## src/rtl/fpksc_pkg.sv

```systemverilog
package fpksc_pkg;

  localparam int KEY_W   = 8;
  localparam int TICK_W  = 32;
  localparam int HOLD_W  = 16;
  localparam int FREQ_W  = 20;
  localparam int MENU_W  = 2;
  localparam int WAVE_W  = 3;
  localparam int VPP_W   = 6;
  localparam int APB_ADDR_W = 4;
  localparam int APB_DATA_W = 32;

  // register word index, taken from paddr[3:2]
  localparam logic [1:0] REG_HOLD_TIME   = 2'd0;
  localparam logic [1:0] REG_TAP_CEIL    = 2'd1;
  localparam logic [1:0] REG_REPEAT_CEIL = 2'd2;

  localparam logic [KEY_W-1:0] KEY_ENABLE = 8'd1;
  localparam logic [KEY_W-1:0] KEY_MENU   = 8'd2;
  localparam logic [KEY_W-1:0] KEY_UP     = 8'd3;
  localparam logic [KEY_W-1:0] KEY_DEC    = 8'd4;

  localparam logic [MENU_W-1:0] MENU_WAVE = 2'd0;
  localparam logic [MENU_W-1:0] MENU_FREQ = 2'd1;
  localparam logic [MENU_W-1:0] MENU_VPP  = 2'd2;
  localparam logic [MENU_W-1:0] MENU_LAST = 2'd2;

  localparam logic [WAVE_W-1:0] WAVE_FIRST = 3'd1;
  localparam logic [WAVE_W-1:0] WAVE_LAST  = 3'd4;

  localparam logic [VPP_W-1:0] VPP_MIN = 6'd15;
  localparam logic [VPP_W-1:0] VPP_MAX = 6'd33;

  localparam logic [HOLD_W-1:0] HOLD_TIME_RST   = 16'd1000;
  localparam logic [FREQ_W-1:0] TAP_CEIL_RST    = 20'd100000;
  localparam logic [FREQ_W-1:0] REPEAT_CEIL_RST = 20'd1000000;
  localparam logic [FREQ_W-1:0] FREQ_RST        = 20'd1000;

  typedef struct packed {
    logic              key_pressed_pulse;
    logic              output_enabled;
    logic              output_off_pulse;
    logic              table_update_pulse;
    logic              freq_update_pulse;
    logic              vpp_update_pulse;
    logic              send_allow_pulse;
    logic [MENU_W-1:0] menu_index;
    logic [WAVE_W-1:0] wave_mode;
    logic [FREQ_W-1:0] frequency;
    logic [VPP_W-1:0]  vpp_tenths;
  } result_t;

endpackage

```

## src/rtl/fpksc_if.sv

```systemverilog
interface fpksc_scan_if import fpksc_pkg::*; ();
  logic              valid;
  logic              ready;
  logic [KEY_W-1:0]  key_code;
  logic [TICK_W-1:0] now_tick;

  modport source (output valid, key_code, now_tick, input ready);
  modport sink   (input valid, key_code, now_tick, output ready);
endinterface

interface fpksc_result_if import fpksc_pkg::*; ();
  logic              valid;
  logic              ready;
  logic              key_pressed_pulse;
  logic              output_enabled;
  logic              output_off_pulse;
  logic              table_update_pulse;
  logic              freq_update_pulse;
  logic              vpp_update_pulse;
  logic              send_allow_pulse;
  logic [MENU_W-1:0] menu_index;
  logic [WAVE_W-1:0] wave_mode;
  logic [FREQ_W-1:0] frequency;
  logic [VPP_W-1:0]  vpp_tenths;

  modport source (
    output valid, key_pressed_pulse, output_enabled, output_off_pulse,
           table_update_pulse, freq_update_pulse, vpp_update_pulse,
           send_allow_pulse, menu_index, wave_mode, frequency, vpp_tenths,
    input  ready
  );
  modport sink (
    input  valid, key_pressed_pulse, output_enabled, output_off_pulse,
           table_update_pulse, freq_update_pulse, vpp_update_pulse,
           send_allow_pulse, menu_index, wave_mode, frequency, vpp_tenths,
    output ready
  );
endinterface

```

## src/rtl/front_panel_key_settings_controller_core.sv

```systemverilog
// Front-panel key settings controller.
// scan_i carries one key scan per beat: key code and the free-running tick.
// result_o returns exactly one beat per scan: event pulses for the beeper,
// display, wave table, frequency/amplitude updaters and host report, plus
// the current settings (enable, menu index, wave mode, frequency, Vpp).
// The APB port writes hold time and the two frequency ceilings; change
// them only while no scan is in flight. pready is tied high.
// Latency: the result beat is valid in the cycle after the scan is taken.
// Throughput: one scan per cycle; edge detect, deadline add/compare and
// setting steps are a single combinational pass into the result register.
// scan_i.ready is high whenever the result register is empty or is being
// drained in the same cycle, so a stalled receiver holds the result beat
// and blocks new scans only until it is taken.
// Reset: enable off, menu 0, sine wave, 1000 Hz, 3.3 Vpp, no key held,
// hold time 1000 ticks, ceilings 100000 and 1000000; result register empty.
module front_panel_key_settings_controller_core import fpksc_pkg::*; (
  input  logic                  clk_i,
  input  logic                  rst_ni,
  fpksc_scan_if.sink            scan_i,
  fpksc_result_if.source        result_o,
  input  logic                  psel,
  input  logic                  penable,
  input  logic                  pwrite,
  input  logic [APB_ADDR_W-1:0] paddr,
  input  logic [APB_DATA_W-1:0] pwdata,
  output logic [APB_DATA_W-1:0] prdata,
  output logic                  pready
);

  logic [HOLD_W-1:0] hold_time_q;
  logic [FREQ_W-1:0] tap_ceil_q;
  logic [FREQ_W-1:0] repeat_ceil_q;

  logic [KEY_W-1:0]  prev_key_q;
  logic [TICK_W-1:0] deadline_q, deadline_d;
  logic              enable_q, enable_d;
  logic [MENU_W-1:0] menu_q, menu_d;
  logic [WAVE_W-1:0] wave_q, wave_d;
  logic [FREQ_W-1:0] freq_q, freq_d;
  logic [VPP_W-1:0]  vpp_q, vpp_d;

  logic              out_valid_q;
  result_t           res_q, res_d;

  logic              accept;
  logic [KEY_W-1:0]  diff, down, up;
  logic              hold_live;
  logic              up_step, key_step;
  logic              step_inc;
  logic [FREQ_W-1:0] ceil_sel;
  logic [FREQ_W:0]   freq_inc;
  logic [FREQ_W-1:0] freq_dec;
  logic [VPP_W:0]    vpp_sum;

  // ---------------- configuration port ----------------
  assign pready = 1'b1;

  always_comb begin
    prdata = '0;
    case (paddr[3:2])
      REG_HOLD_TIME:   prdata = APB_DATA_W'(hold_time_q);
      REG_TAP_CEIL:    prdata = APB_DATA_W'(tap_ceil_q);
      REG_REPEAT_CEIL: prdata = APB_DATA_W'(repeat_ceil_q);
      default:         prdata = '0;
    endcase
  end

  always_ff @(posedge clk_i or negedge rst_ni) begin
    if (!rst_ni) begin
      hold_time_q   <= HOLD_TIME_RST;
      tap_ceil_q    <= TAP_CEIL_RST;
      repeat_ceil_q <= REPEAT_CEIL_RST;
    end else if (psel && penable && pwrite) begin
      case (paddr[3:2])
        REG_HOLD_TIME:   hold_time_q   <= pwdata[HOLD_W-1:0];
        REG_TAP_CEIL:    tap_ceil_q    <= pwdata[FREQ_W-1:0];
        REG_REPEAT_CEIL: repeat_ceil_q <= pwdata[FREQ_W-1:0];
        default: ;
      endcase
    end
  end

  // ---------------- scan processing ----------------
  assign scan_i.ready = !out_valid_q || result_o.ready;
  assign accept       = scan_i.valid && scan_i.ready;

  assign diff = scan_i.key_code ^ prev_key_q;
  assign down = scan_i.key_code & diff;
  assign up   = ~scan_i.key_code & diff;

  // a fresh key-down re-arms the deadline before the compare
  assign deadline_d = (down != '0) ? scan_i.now_tick + TICK_W'(hold_time_q) : deadline_q;
  assign hold_live  = deadline_d > scan_i.now_tick;

  assign up_step  = hold_live && (up == KEY_UP || up == KEY_DEC);
  assign key_step = !hold_live && (scan_i.key_code == KEY_UP || scan_i.key_code == KEY_DEC);
  assign step_inc = hold_live ? (up == KEY_UP) : (scan_i.key_code == KEY_UP);
  assign ceil_sel = hold_live ? tap_ceil_q : repeat_ceil_q;

  always_comb begin
    freq_inc = {1'b0, freq_q};
    if (freq_q < 20'd10)         freq_inc = {1'b0, freq_q} + 21'd1;
    else if (freq_q < 20'd100)   freq_inc = {1'b0, freq_q} + 21'd10;
    else if (freq_q < 20'd1000)  freq_inc = {1'b0, freq_q} + 21'd100;
    else if (freq_q < ceil_sel)  freq_inc = {1'b0, freq_q} + 21'd1000;
  end

  always_comb begin
    freq_dec = freq_q;
    if (freq_q > 20'd1000)     freq_dec = freq_q - 20'd1000;
    else if (freq_q > 20'd100) freq_dec = freq_q - 20'd100;
    else if (freq_q > 20'd10)  freq_dec = freq_q - 20'd10;
    else if (freq_q > 20'd1)   freq_dec = freq_q - 20'd1;
  end

  assign vpp_sum = step_inc ? {1'b0, vpp_q} + 7'd2 : {1'b0, vpp_q} - 7'd2;

  always_comb begin
    enable_d = enable_q;
    menu_d   = menu_q;
    wave_d   = wave_q;
    freq_d   = freq_q;
    vpp_d    = vpp_q;
    res_d    = '0;

    res_d.key_pressed_pulse = (down != '0);

    if (hold_live && up == KEY_ENABLE) begin
      enable_d                 = !enable_q;
      res_d.table_update_pulse = !enable_q;
      res_d.output_off_pulse   = enable_q;
    end else if (hold_live && up == KEY_MENU) begin
      menu_d = (menu_q >= MENU_LAST) ? MENU_WAVE : menu_q + 2'd1;
    end else if (up_step || key_step) begin
      res_d.send_allow_pulse   = 1'b1;
      res_d.table_update_pulse = 1'b1;
      if (menu_q == MENU_FREQ) begin
        res_d.freq_update_pulse = 1'b1;
        if (step_inc) begin
          freq_d = freq_inc[FREQ_W] ? '1 : freq_inc[FREQ_W-1:0];
        end else begin
          freq_d = freq_dec;
        end
      end else if (up_step && menu_q == MENU_WAVE) begin
        if (step_inc) begin
          wave_d = (wave_q == WAVE_FIRST || wave_q == '0) ? WAVE_LAST : wave_q - 3'd1;
        end else begin
          wave_d = (wave_q >= WAVE_LAST) ? WAVE_FIRST : wave_q + 3'd1;
        end
      end else if (up_step && menu_q == MENU_VPP) begin
        res_d.vpp_update_pulse = 1'b1;
        if (step_inc) begin
          vpp_d = (vpp_sum >= 7'(VPP_MAX) + 7'd1) ? VPP_MAX : vpp_sum[VPP_W-1:0];
        end else begin
          vpp_d = (vpp_sum < 7'(VPP_MIN) || vpp_sum > 7'd63) ? VPP_MIN : vpp_sum[VPP_W-1:0];
        end
      end
    end

    res_d.output_enabled = enable_d;
    res_d.menu_index     = menu_d;
    res_d.wave_mode      = wave_d;
    res_d.frequency      = freq_d;
    res_d.vpp_tenths     = vpp_d;
  end

  always_ff @(posedge clk_i or negedge rst_ni) begin
    if (!rst_ni) begin
      prev_key_q <= '0;
      deadline_q <= '0;
      enable_q   <= 1'b0;
      menu_q     <= MENU_WAVE;
      wave_q     <= WAVE_FIRST;
      freq_q     <= FREQ_RST;
      vpp_q      <= VPP_MAX;
    end else if (accept) begin
      prev_key_q <= scan_i.key_code;
      deadline_q <= deadline_d;
      enable_q   <= enable_d;
      menu_q     <= menu_d;
      wave_q     <= wave_d;
      freq_q     <= freq_d;
      vpp_q      <= vpp_d;
    end
  end

  always_ff @(posedge clk_i or negedge rst_ni) begin
    if (!rst_ni) begin
      out_valid_q <= 1'b0;
    end else if (accept) begin
      out_valid_q <= 1'b1;
    end else if (result_o.ready) begin
      out_valid_q <= 1'b0;
    end
  end

  // hold the payload while the beat is stalled
  always_ff @(posedge clk_i) begin
    if (accept) begin
      res_q <= res_d;
    end
  end

  assign result_o.valid              = out_valid_q;
  assign result_o.key_pressed_pulse  = res_q.key_pressed_pulse;
  assign result_o.output_enabled     = res_q.output_enabled;
  assign result_o.output_off_pulse   = res_q.output_off_pulse;
  assign result_o.table_update_pulse = res_q.table_update_pulse;
  assign result_o.freq_update_pulse  = res_q.freq_update_pulse;
  assign result_o.vpp_update_pulse   = res_q.vpp_update_pulse;
  assign result_o.send_allow_pulse   = res_q.send_allow_pulse;
  assign result_o.menu_index         = res_q.menu_index;
  assign result_o.wave_mode          = res_q.wave_mode;
  assign result_o.frequency          = res_q.frequency;
  assign result_o.vpp_tenths         = res_q.vpp_tenths;

endmodule

```

## src/flat_wrapper.sv

```systemverilog
// flat-port wrapper written by rule: the top's interface ports become plain ports
module front_panel_key_settings_controller_core_flat import fpksc_pkg::*;
  (clk_i, rst_ni, psel, penable, pwrite, paddr, pwdata, prdata, pready, scan_i_valid, scan_i_key_code, scan_i_now_tick, scan_i_ready, result_o_valid, result_o_key_pressed_pulse, result_o_output_enabled, result_o_output_off_pulse, result_o_table_update_pulse, result_o_freq_update_pulse, result_o_vpp_update_pulse, result_o_send_allow_pulse, result_o_menu_index, result_o_wave_mode, result_o_frequency, result_o_vpp_tenths, result_o_ready);
  fpksc_scan_if scan_i_i ();
  fpksc_result_if result_o_i ();
  input  logic clk_i;
  input  logic rst_ni;
  input  logic psel;
  input  logic penable;
  input  logic pwrite;
  input  logic [APB_ADDR_W-1:0] paddr;
  input  logic [APB_DATA_W-1:0] pwdata;
  output logic [APB_DATA_W-1:0] prdata;
  output logic pready;
  input wire logic [$bits(scan_i_i.valid)-1:0] scan_i_valid;
  input wire logic [$bits(scan_i_i.key_code)-1:0] scan_i_key_code;
  input wire logic [$bits(scan_i_i.now_tick)-1:0] scan_i_now_tick;
  output wire logic [$bits(scan_i_i.ready)-1:0] scan_i_ready;
  output wire logic [$bits(result_o_i.valid)-1:0] result_o_valid;
  output wire logic [$bits(result_o_i.key_pressed_pulse)-1:0] result_o_key_pressed_pulse;
  output wire logic [$bits(result_o_i.output_enabled)-1:0] result_o_output_enabled;
  output wire logic [$bits(result_o_i.output_off_pulse)-1:0] result_o_output_off_pulse;
  output wire logic [$bits(result_o_i.table_update_pulse)-1:0] result_o_table_update_pulse;
  output wire logic [$bits(result_o_i.freq_update_pulse)-1:0] result_o_freq_update_pulse;
  output wire logic [$bits(result_o_i.vpp_update_pulse)-1:0] result_o_vpp_update_pulse;
  output wire logic [$bits(result_o_i.send_allow_pulse)-1:0] result_o_send_allow_pulse;
  output wire logic [$bits(result_o_i.menu_index)-1:0] result_o_menu_index;
  output wire logic [$bits(result_o_i.wave_mode)-1:0] result_o_wave_mode;
  output wire logic [$bits(result_o_i.frequency)-1:0] result_o_frequency;
  output wire logic [$bits(result_o_i.vpp_tenths)-1:0] result_o_vpp_tenths;
  input wire logic [$bits(result_o_i.ready)-1:0] result_o_ready;
  assign scan_i_i.valid = scan_i_valid;
  assign scan_i_i.key_code = scan_i_key_code;
  assign scan_i_i.now_tick = scan_i_now_tick;
  assign scan_i_ready = scan_i_i.ready;
  assign result_o_valid = result_o_i.valid;
  assign result_o_key_pressed_pulse = result_o_i.key_pressed_pulse;
  assign result_o_output_enabled = result_o_i.output_enabled;
  assign result_o_output_off_pulse = result_o_i.output_off_pulse;
  assign result_o_table_update_pulse = result_o_i.table_update_pulse;
  assign result_o_freq_update_pulse = result_o_i.freq_update_pulse;
  assign result_o_vpp_update_pulse = result_o_i.vpp_update_pulse;
  assign result_o_send_allow_pulse = result_o_i.send_allow_pulse;
  assign result_o_menu_index = result_o_i.menu_index;
  assign result_o_wave_mode = result_o_i.wave_mode;
  assign result_o_frequency = result_o_i.frequency;
  assign result_o_vpp_tenths = result_o_i.vpp_tenths;
  assign result_o_i.ready = result_o_ready;
  front_panel_key_settings_controller_core u_core (.clk_i(clk_i), .rst_ni(rst_ni), .scan_i(scan_i_i), .result_o(result_o_i), .psel(psel), .penable(penable), .pwrite(pwrite), .paddr(paddr), .pwdata(pwdata), .prdata(prdata), .pready(pready));
endmodule
```

## config.mk

```make
export PLATFORM = sky130hd
export DESIGN_NAME = front_panel_key_settings_controller_core_flat
export DESIGN_NICKNAME = d
export VERILOG_FILES = /design/src/rtl/fpksc_pkg.sv /design/src/rtl/fpksc_if.sv /design/src/rtl/front_panel_key_settings_controller_core.sv /design/src/flat_wrapper.sv
export SDC_FILE = /design/constraint.sdc
export NUM_CORES = 1
export LEC_CHECK = 0
export BUFFER_PORTS_ARGS = -buffer_cell sky130_fd_sc_hd__buf_4
export CORE_AREA = 2 2 154 156
export CTS_BUF_LIST = sky130_fd_sc_hd__clkbuf_2
export CTS_CLUSTER_DIAMETER = 120
export DETAILED_ROUTE_END_ITERATION = 6
export DIE_AREA = 0 0 156 158
export PLACE_DENSITY = 0.77
export SLEW_MARGIN = 40
export SYNTH_ARGS = -nofsm -noshare
export SYNTH_HDL_FRONTEND = slang
export SYNTH_SLANG_ARGS = --single-unit
export TNS_END_PERCENT = 5
```

## constraint.sdc

```tcl
create_clock -name clk_i -period 9.76 [get_ports clk_i]
set_input_delay 1.952 -clock clk_i [delete_from_list [all_inputs] [get_ports clk_i]]
set_output_delay 1.952 -clock clk_i [all_outputs]
set_load 0.05 [all_outputs]
```

==> metrics.md, run 1 <==
| Metric | Value |
|---|---|
| Status | complete, no violations |
| Post-CTS resize count | 0 |
| Ys Warns | 0 |
| Hold_ws | 521 ps |
| Grt total ovfl | 0 |
| Period Utilization, post-route | 0.923 |
| GRT Total Usage | 0.274 |
| EDFF count, synth | 38 |
| GR met3 Demand/Resource | 0.0520 |
| Number of vias in the routed layout | 11,100 |
| CP Capture Point | u_core.result_o.frequency[19] |
| Cts bufs inserted | 17 |
| Post-route design area | 0.0140 sq mm |
| RD Place Congestion | 0.925 |
| DP Worst Slack | 127 ps |
| Ranking of synthesized cells by area | dfrtp_1 (20%), edfxtp_1 (9.2%), ha_1 (9.0%), mux2_2 (6.6%), dfstp_2 (5.9%) |
| Fmax | 0.111 GHz |
| Minimum clock period | 9010 ps |
| Worst-Skew Late Latency | 830 ps |
| CTS Sinks | 167 |
| Share of cells above drive strength 1 | 0.221 |
| Library cells used by synthesis | 89 |
| Worst vdd ir | 0.000107 V |
| Final Hold Vio Count | 0 |
| Avg WL per Cell | 18.1 um |
| Largest net degree at the start of global routing | 84 |
| Synth Flop Type | dfrtp_1 |
| Max-slew violation count | 0 |
| Skew final | 65.6 ps |
| Number of routed nets with antenna violations | 0 |
| Final wirelength | 33,000 um |
| Crit-path slowest cell | fa_1 |
| Synthesized flop and latch total | 167 |
| Data required time of the worst path | 10,360 ps |
| Synth Instances | 1,412 |
| DR iter-0 viols | 975 |
| Fill cell instance count of the final layout | 2,013 |
| CP startpoint | scan_i_now_tick[0] |
| Vias per cell | 6.09 |
| Largest stage delay, worst path | 400 ps |
| Asr flop ratio synth | 0.772 |
| Crit-path max FO | 18 |
| 1st-pass router iterations | 5 |
| Yosys top cell by area | dfrtp_1 |
| Critical path startpoint category | primary input |
| Reg-to-Reg End | u_core.result_o.frequency[19] |
| CTS H-tree depth | 4 |
| Area delta synth->final | 12.1% |
| Met1 Track Usage GR | 0.367 |
| CTS root buf | clkbuf_2 |
| Reg2Reg Depth | 35 |
| Clk buf depth | 2 |
| IO Count | 156 |
| Hold crit path type | flop to flop |
| Clk slew on worst S/H paths | 270 ps |
| Initial antenna violation count | 1 |
| Slew HR | 0.448 |
| Sequential area share after synthesis | 0.354 |
| Pwr dens | 170 mW/mm^2 |
| Core area | 0.0231 sq mm |
| Worst slew pin tran | 829 ps |
| Crit end category | flop |
| Drc violations | 0 |
| Final setup violating endpoints | 0 |
| Leak | 6.23 nW |
| Die area | 0.0246 sq mm |
| Vias in the first global route | 10,700 |
| Placed instance area | 0.0137 sq mm |
| Initial core utilization | 0.540 |
| Synthesized area per cell | 8.82 sq um |
| Mapped cell area | 0.0124 sq mm |
| Flop-to-flop setup slack | 1580 ps |
| Worst Path Arrival | 9610 ps |
| WHS Path Cells | 2 |
| Dpl hpwl | 23,900 um |
| Most used routing layer | met2 |
| Row count | 56 |
| RSZ-0062 raised after global routing | false |
| Final core occ | 0.605 |
| Setup TNS | 0 ps |
| Setup Buffers After CTS | 0 |
| Die width | 156 um |
| Port bufs | 128 |
| Nets | 1,688 |
| Max cap viols | 0 |
| Hold_buf cts | 0 |
| Top cell type's share of synthesized area | 0.203 |
| WS Path Type | primary input to flop |
| Die Height | 158 um |
| CTS tree | done |
| Met2 Usage GRT | 0.459 |
| Setup WS post-layout | 748 ps |
| First-pass GRT wire length | 54,000 um |
| Crit Reg-Reg Startpoint | u_core.hold_time_q[0] |
[metrics by stage]
stage               total power, mW  std cells
floorplan                      1.67       1423
global placement               1.93       1785
detailed placement             1.97       1785
CTS                            2.37       1817
global route                   2.54       1818
finish                         2.37       1819
[critical path, delay by kind of cell]
| kind | cells | cell delay, ps |
|---|---|---|
| AO/OA/AOI/OAI | 21 | 4070 |
| adder cells (fa/ha/maj) | 4 | 1220 |
| buffers and inverters | 5 | 960 |
| AND/OR/NAND/NOR | 4 | 860 |
| XOR/XNOR | 1 | 180 |
| multiplexers | 1 | 310 |
[worst min-delay path by stage]
stage / endpoint / from / slack [ps]
final: u_core.deadline_q[0] / u_core.deadline_q[0] / 520
after global routing: u_core.deadline_q[27] / u_core.deadline_q[27] / 550
after CTS: u_core.deadline_q[1] / u_core.deadline_q[1] / 520
after detailed placement: u_core.deadline_q[11] / u_core.deadline_q[11] / 460
after global placement: u_core.deadline_q[3] / u_core.deadline_q[3] / 460
after floorplan: u_core.deadline_q[1] / u_core.deadline_q[1] / 440
[cell families (layout without fill, tap and decap cells)]
family | Yosys count | in the layout | synth area share
buffers and inverters | 157 | 261 | 0.0532
adder cells (fa/ha/maj) | 91 | 91 | 0.0921
AO/OA/AOI/OAI | 378 | 378 | 0.193
XOR/XNOR | 38 | 38 | 0.0273
multiplexers | 116 | 116 | 0.101
flip-flops | 167 | 167 | 0.354
other | 2 | 15 | 0.000603
AND/OR/NAND/NOR | 463 | 463 | 0.179
[report_power, final]
group | switching, mW | internal (mW)
Sequential | 0.0960 | 0.852
Clock | 0.316 | 0.0921
Combinational | 0.602 | 0.417
[layer usage]
metal  wire (um)  part of all wire
met4         421             0.013
met1       14700              0.45
met2       15800              0.48
met3        2010             0.061
met5           0                 0
[synthesized netlist by cell type (28+ instances only)]
cell type  count
clkbuf_1      55
dfstp_2       28
mux2_2        73
a21oi_1       97
nand2_1      160
ha_1          90
nor3_1        30
nor2_1       113
xnor2_1       31
nand3_1       41
o21ai_0      114
mux2i_1       43
edfxtp_1      38
dfrtp_1      101
inv_1         67
[registers in the layout, summed over array words and instances (netlist names), 2 cells and up]
signal / cells
u_core.deadline_q: 32
u_core.freq_q: 20
u_core.repeat_ceil_q: 20
u_core.result_o.frequency: 20
u_core.tap_ceil_q: 20
u_core.hold_time_q: 16
u_core.prev_key_q: 8
u_core.result_o.vpp_tenths: 6
u_core.vpp_q: 6
u_core.result_o.wave_mode: 3
u_core.wave_q: 3
u_core.menu_q: 2
u_core.result_o.menu_index: 2
[cells in the final DEF, fill, tap and decap left out, types with 7 or more instances in the layout]
cell,instances
o211ai_1,13
nand2_1,159
dfrtp_1,101
a31oi_1,23
conb_1,13
edfxtp_1,38
nor4_1,17
o31ai_1,25
xnor2_1,31
a211oi_1,9
nand3_1,41
mux2_2,73
dfstp_2,28
nand4_1,18
clkbuf_2,17
nand2b_1,8
or3_1,9
nor2_1,113
buf_4,157
nor3_1,30
inv_1,67
a22o_1,7
o21ai_0,114
mux2i_1,43
o22ai_1,10
a21oi_1,97
ha_1,90
or2_2,8
a21o_1,15
and3_1,18
[cell type report]
class                   count  area, sq um  area share
well taps                 290          363      0.0260
diodes                      2         5.00    0.000359
repair buffers            159         1210      0.0869
clock buffers              17         85.1     0.00610
multi-input cells        1099         7440       0.533
clock inverters            15          179      0.0128
flip-flops and latches    167         4400       0.316
inverters                  70          263      0.0188
(Power assumes the default switching activity.)
==> inputs of run 2 (changes only) <==
- GPL_ROUTABILITY_DRIVEN: not set -> 0
- clock period: 9.76 -> 10.1 ns (I/O delays scaled with it)
==> metrics.md, run 2 (synthesis results as in run 1) <==
| Metric | Value |
|---|---|
| Status | complete, no violations |
| Vias per cell | 6.14 (+0.86%) |
| Data required time of the worst path | 10,640 ps (+280 ps) |
| Largest stage delay, worst path | 410 ps (about the same) |
| WS Path Type | primary input to flop |
| Setup Buffers After CTS | 0 (unchanged) |
| Hold_ws | 519 ps (-2.10 ps) |
| Vias in the first global route | 10,600 (-0.95%) |
| Fill cell instance count of the final layout | 1,985 (-1.4%) |
| Skew final | 64.0 ps (-1.61 ps) |
| Top reg by flops | u_core.deadline_q |
| Highest routed layer | met4 |
| Slew HR | 0.470 (+0.0229) |
| Largest net degree at the start of global routing | 66 (-21%) |
| CTS root buf | clkbuf_2 |
| Area delta synth->final | 11.9% |
| Max-slew violation count | 0 (unchanged) |
| Drc violations | 0 (unchanged) |
| Final core occ | 0.604 (-0.00103) |
| Setup TNS | 0 ps (unchanged) |
| Pwr dens | 163 mW/mm^2 (-4.1%) |
| Hold crit path type | flop to flop |
| Worst slew pin tran | 788 ps (-40.4 ps) |
| 1st-pass router iterations | 6 (+1) |
| Critical path startpoint category | primary input |
| Tot Pwr | 2.27 mW (-4.3%) |
| Period Utilization, post-route | 0.902 |
| Sw Share | 0.423 (-0.00355) |
| Worst-Skew Late Latency | 780 ps (-50 ps) |
| Clk slew on worst S/H paths | 280 ps (about the same) |
| Post-CTS resize count | 0 (unchanged) |
| IO Count | 156 (unchanged) |
| Crit Reg-Reg Startpoint | u_core.hold_time_q[0] |
| First-pass GRT wire length | 52,800 um (-2.3%) |
| CTS tree | done |
| Avg WL per Cell | 17.9 um (-1.4%) |
| Hold_buf cts | 0 (unchanged) |
| Clk buf depth | 2 (unchanged) |
| Reg2Reg Depth | 35 (unchanged) |
| WHS Path Cells | 2 (unchanged) |
| Max cap viols | 0 (unchanged) |
| Hold path start | u_core.deadline_q[1] |
| Core area | 0.0231 sq mm (unchanged) |
| Grt total ovfl | 0 (unchanged) |
| Flop-to-flop setup slack | 1950 ps (+370 ps) |
| WL met2 | 15,200 um (-3.8%) |
| Minimum clock period | 9110 ps |
| Row count | 56 (unchanged) |
| Clk network pwr share | 0.167 (-0.005) |
| Initial antenna violation count | 1 (unchanged) |
| Number of vias in the routed layout | 11,100 (+0.59%) |
| Most frequent cells in the layout | nand2_1 (158), buf_4 (152), o21ai_0 (114) |
| Fmax | 0.110 GHz |
| Crit end category | flop |
| Port bufs | 128 (unchanged) |
| DR iter-0 viols | 970 (-0.51%) |
| CP startpoint | scan_i_now_tick[0] |
| Crit-path slowest cell | fa_1 |
| Die Height | 158 um (unchanged) |
| Share of cells above drive strength 1 | 0.219 (-0.00139) |
| Met1 wire length | 14,200 um (-3.9%) |
| Nets | 1,684 (-0.24%) |
| Area of the multi-input gates | 0.00745 sq mm (about the same) |
| Internal power | 1.31 mW (-3.7%) |
| Register area | 0.00440 sq mm (unchanged) |
| Hold Crit Endpoint | u_core.deadline_q[1] |
| Sequential share of power | 0.402 (+0.003) |
| Initial core utilization | 0.540 (unchanged) |
| Final wirelength | 32,400 um (-1.7%) |
| Worst vdd ir | 0.0000884 V (-17%) |
| Placed insts | 1,781 (-0.22%) |
| RSZ-0062 raised after global routing | false |
| Cts bufs inserted | 17 (unchanged) |
| Leak | 6.21 nW (-0.29%) |
| Combinational share of power | 0.431 (+0.002) |
| CTS Sinks | 167 (unchanged) |
| Fin cells | 1,814 (-0.27%) |
| Dpl hpwl | 23,500 um (-1.6%) |
| Commonest non-fill, non-tap cell in the layout | nand2_1 |
| Reg-to-Reg End | u_core.result_o.frequency[10] |
| Sw Pwr | 0.962 mW (-5.1%) |
| CTS H-tree depth | 4 (unchanged) |
| Max reg flops | 32 (unchanged) |
| Worst Path Arrival | 9640 ps (+30 ps) |
| Final setup violating endpoints | 0 (unchanged) |
| Die area | 0.0246 sq mm (unchanged) |
| Die width | 156 um (unchanged) |
| Crit-path max FO | 20 (+2) |
| Met3 wire len | 2220 um (+10%) |
| Final Hold Vio Count | 0 (unchanged) |
| Number of routed nets with antenna violations | 0 (unchanged) |
| GRT Total Usage | 0.267 (-0.00653) |
-- run 2: changes by cell type in the layout (fill, tap and decap cells not counted), sizes merged --
cell | previous run | this run
inv | 77 | 74
diode | 2 | 1
buf | 158 | 155
clkbuf | 18 | 17
clkinv | 8 | 11
-- run 2: critical path: cells and delay by family --
| family | cells | cell delay [ps] |
|---|---|---|
| buf+inv | 5 | 980 |
| xor+xnor | 1 | 190 |
| mux | 1 | 370 |
| simple gates | 4 | 810 |
| compound gates | 21 | 4000 |
| fa+ha+maj | 4 | 1240 |
-- run 2: layout make-up --
type	instances	area share
Clock buffer	17	0.00611
Multi-Input combinational cell	1099	0.535
Tap cell	290	0.0260
Sequential cell	167	0.316
Timing Repair Buffer	155	0.0850
Clock inverter	15	0.0132
Inverter	70	0.0189
Antenna cell	1	0.000180
-- run 2: layer usage --
metal / track usage / vias up
met1: 0.360 / 5263
met3: 0.0394 / 82
met2: 0.441 / 463
met5: 0 / -
li1: - / 5331
met4: 0.0961 / 0
-- run 2: worst max-delay path by stage --
stage / to / slack [ps]
6_report: u_core.result_o.frequency[10] / 990
5_1_grt: u_core.result_o.frequency[19] / 480
4_1_cts: u_core.result_o.frequency[10] / 1110
3_5_place_dp: u_core.result_o.frequency[18] / 340
3_3_place_gp: u_core.result_o.frequency[5] / 490
2_1_floorplan: u_core.result_o.frequency[18] / 200
-- run 2: power by group through the flow --
stage          clock (mW)  sequential (mW)  combinational [mW]
2_1_floorplan           0            0.933               0.685
3_3_place_gp            0            0.918               0.941
3_5_place_dp            0            0.924               0.971
4_1_cts             0.391            0.911               0.974
5_1_grt             0.416            0.930                1.09
6_report            0.381            0.913               0.979
-- run 2: metrics by stage --
stage	setup WS (ps)	instance area [sq um]
floorplan	203	12500
global placement	491	13600
detailed placement	336	13700
CTS	1110	13900
global route	483	13900
finish	994	13900
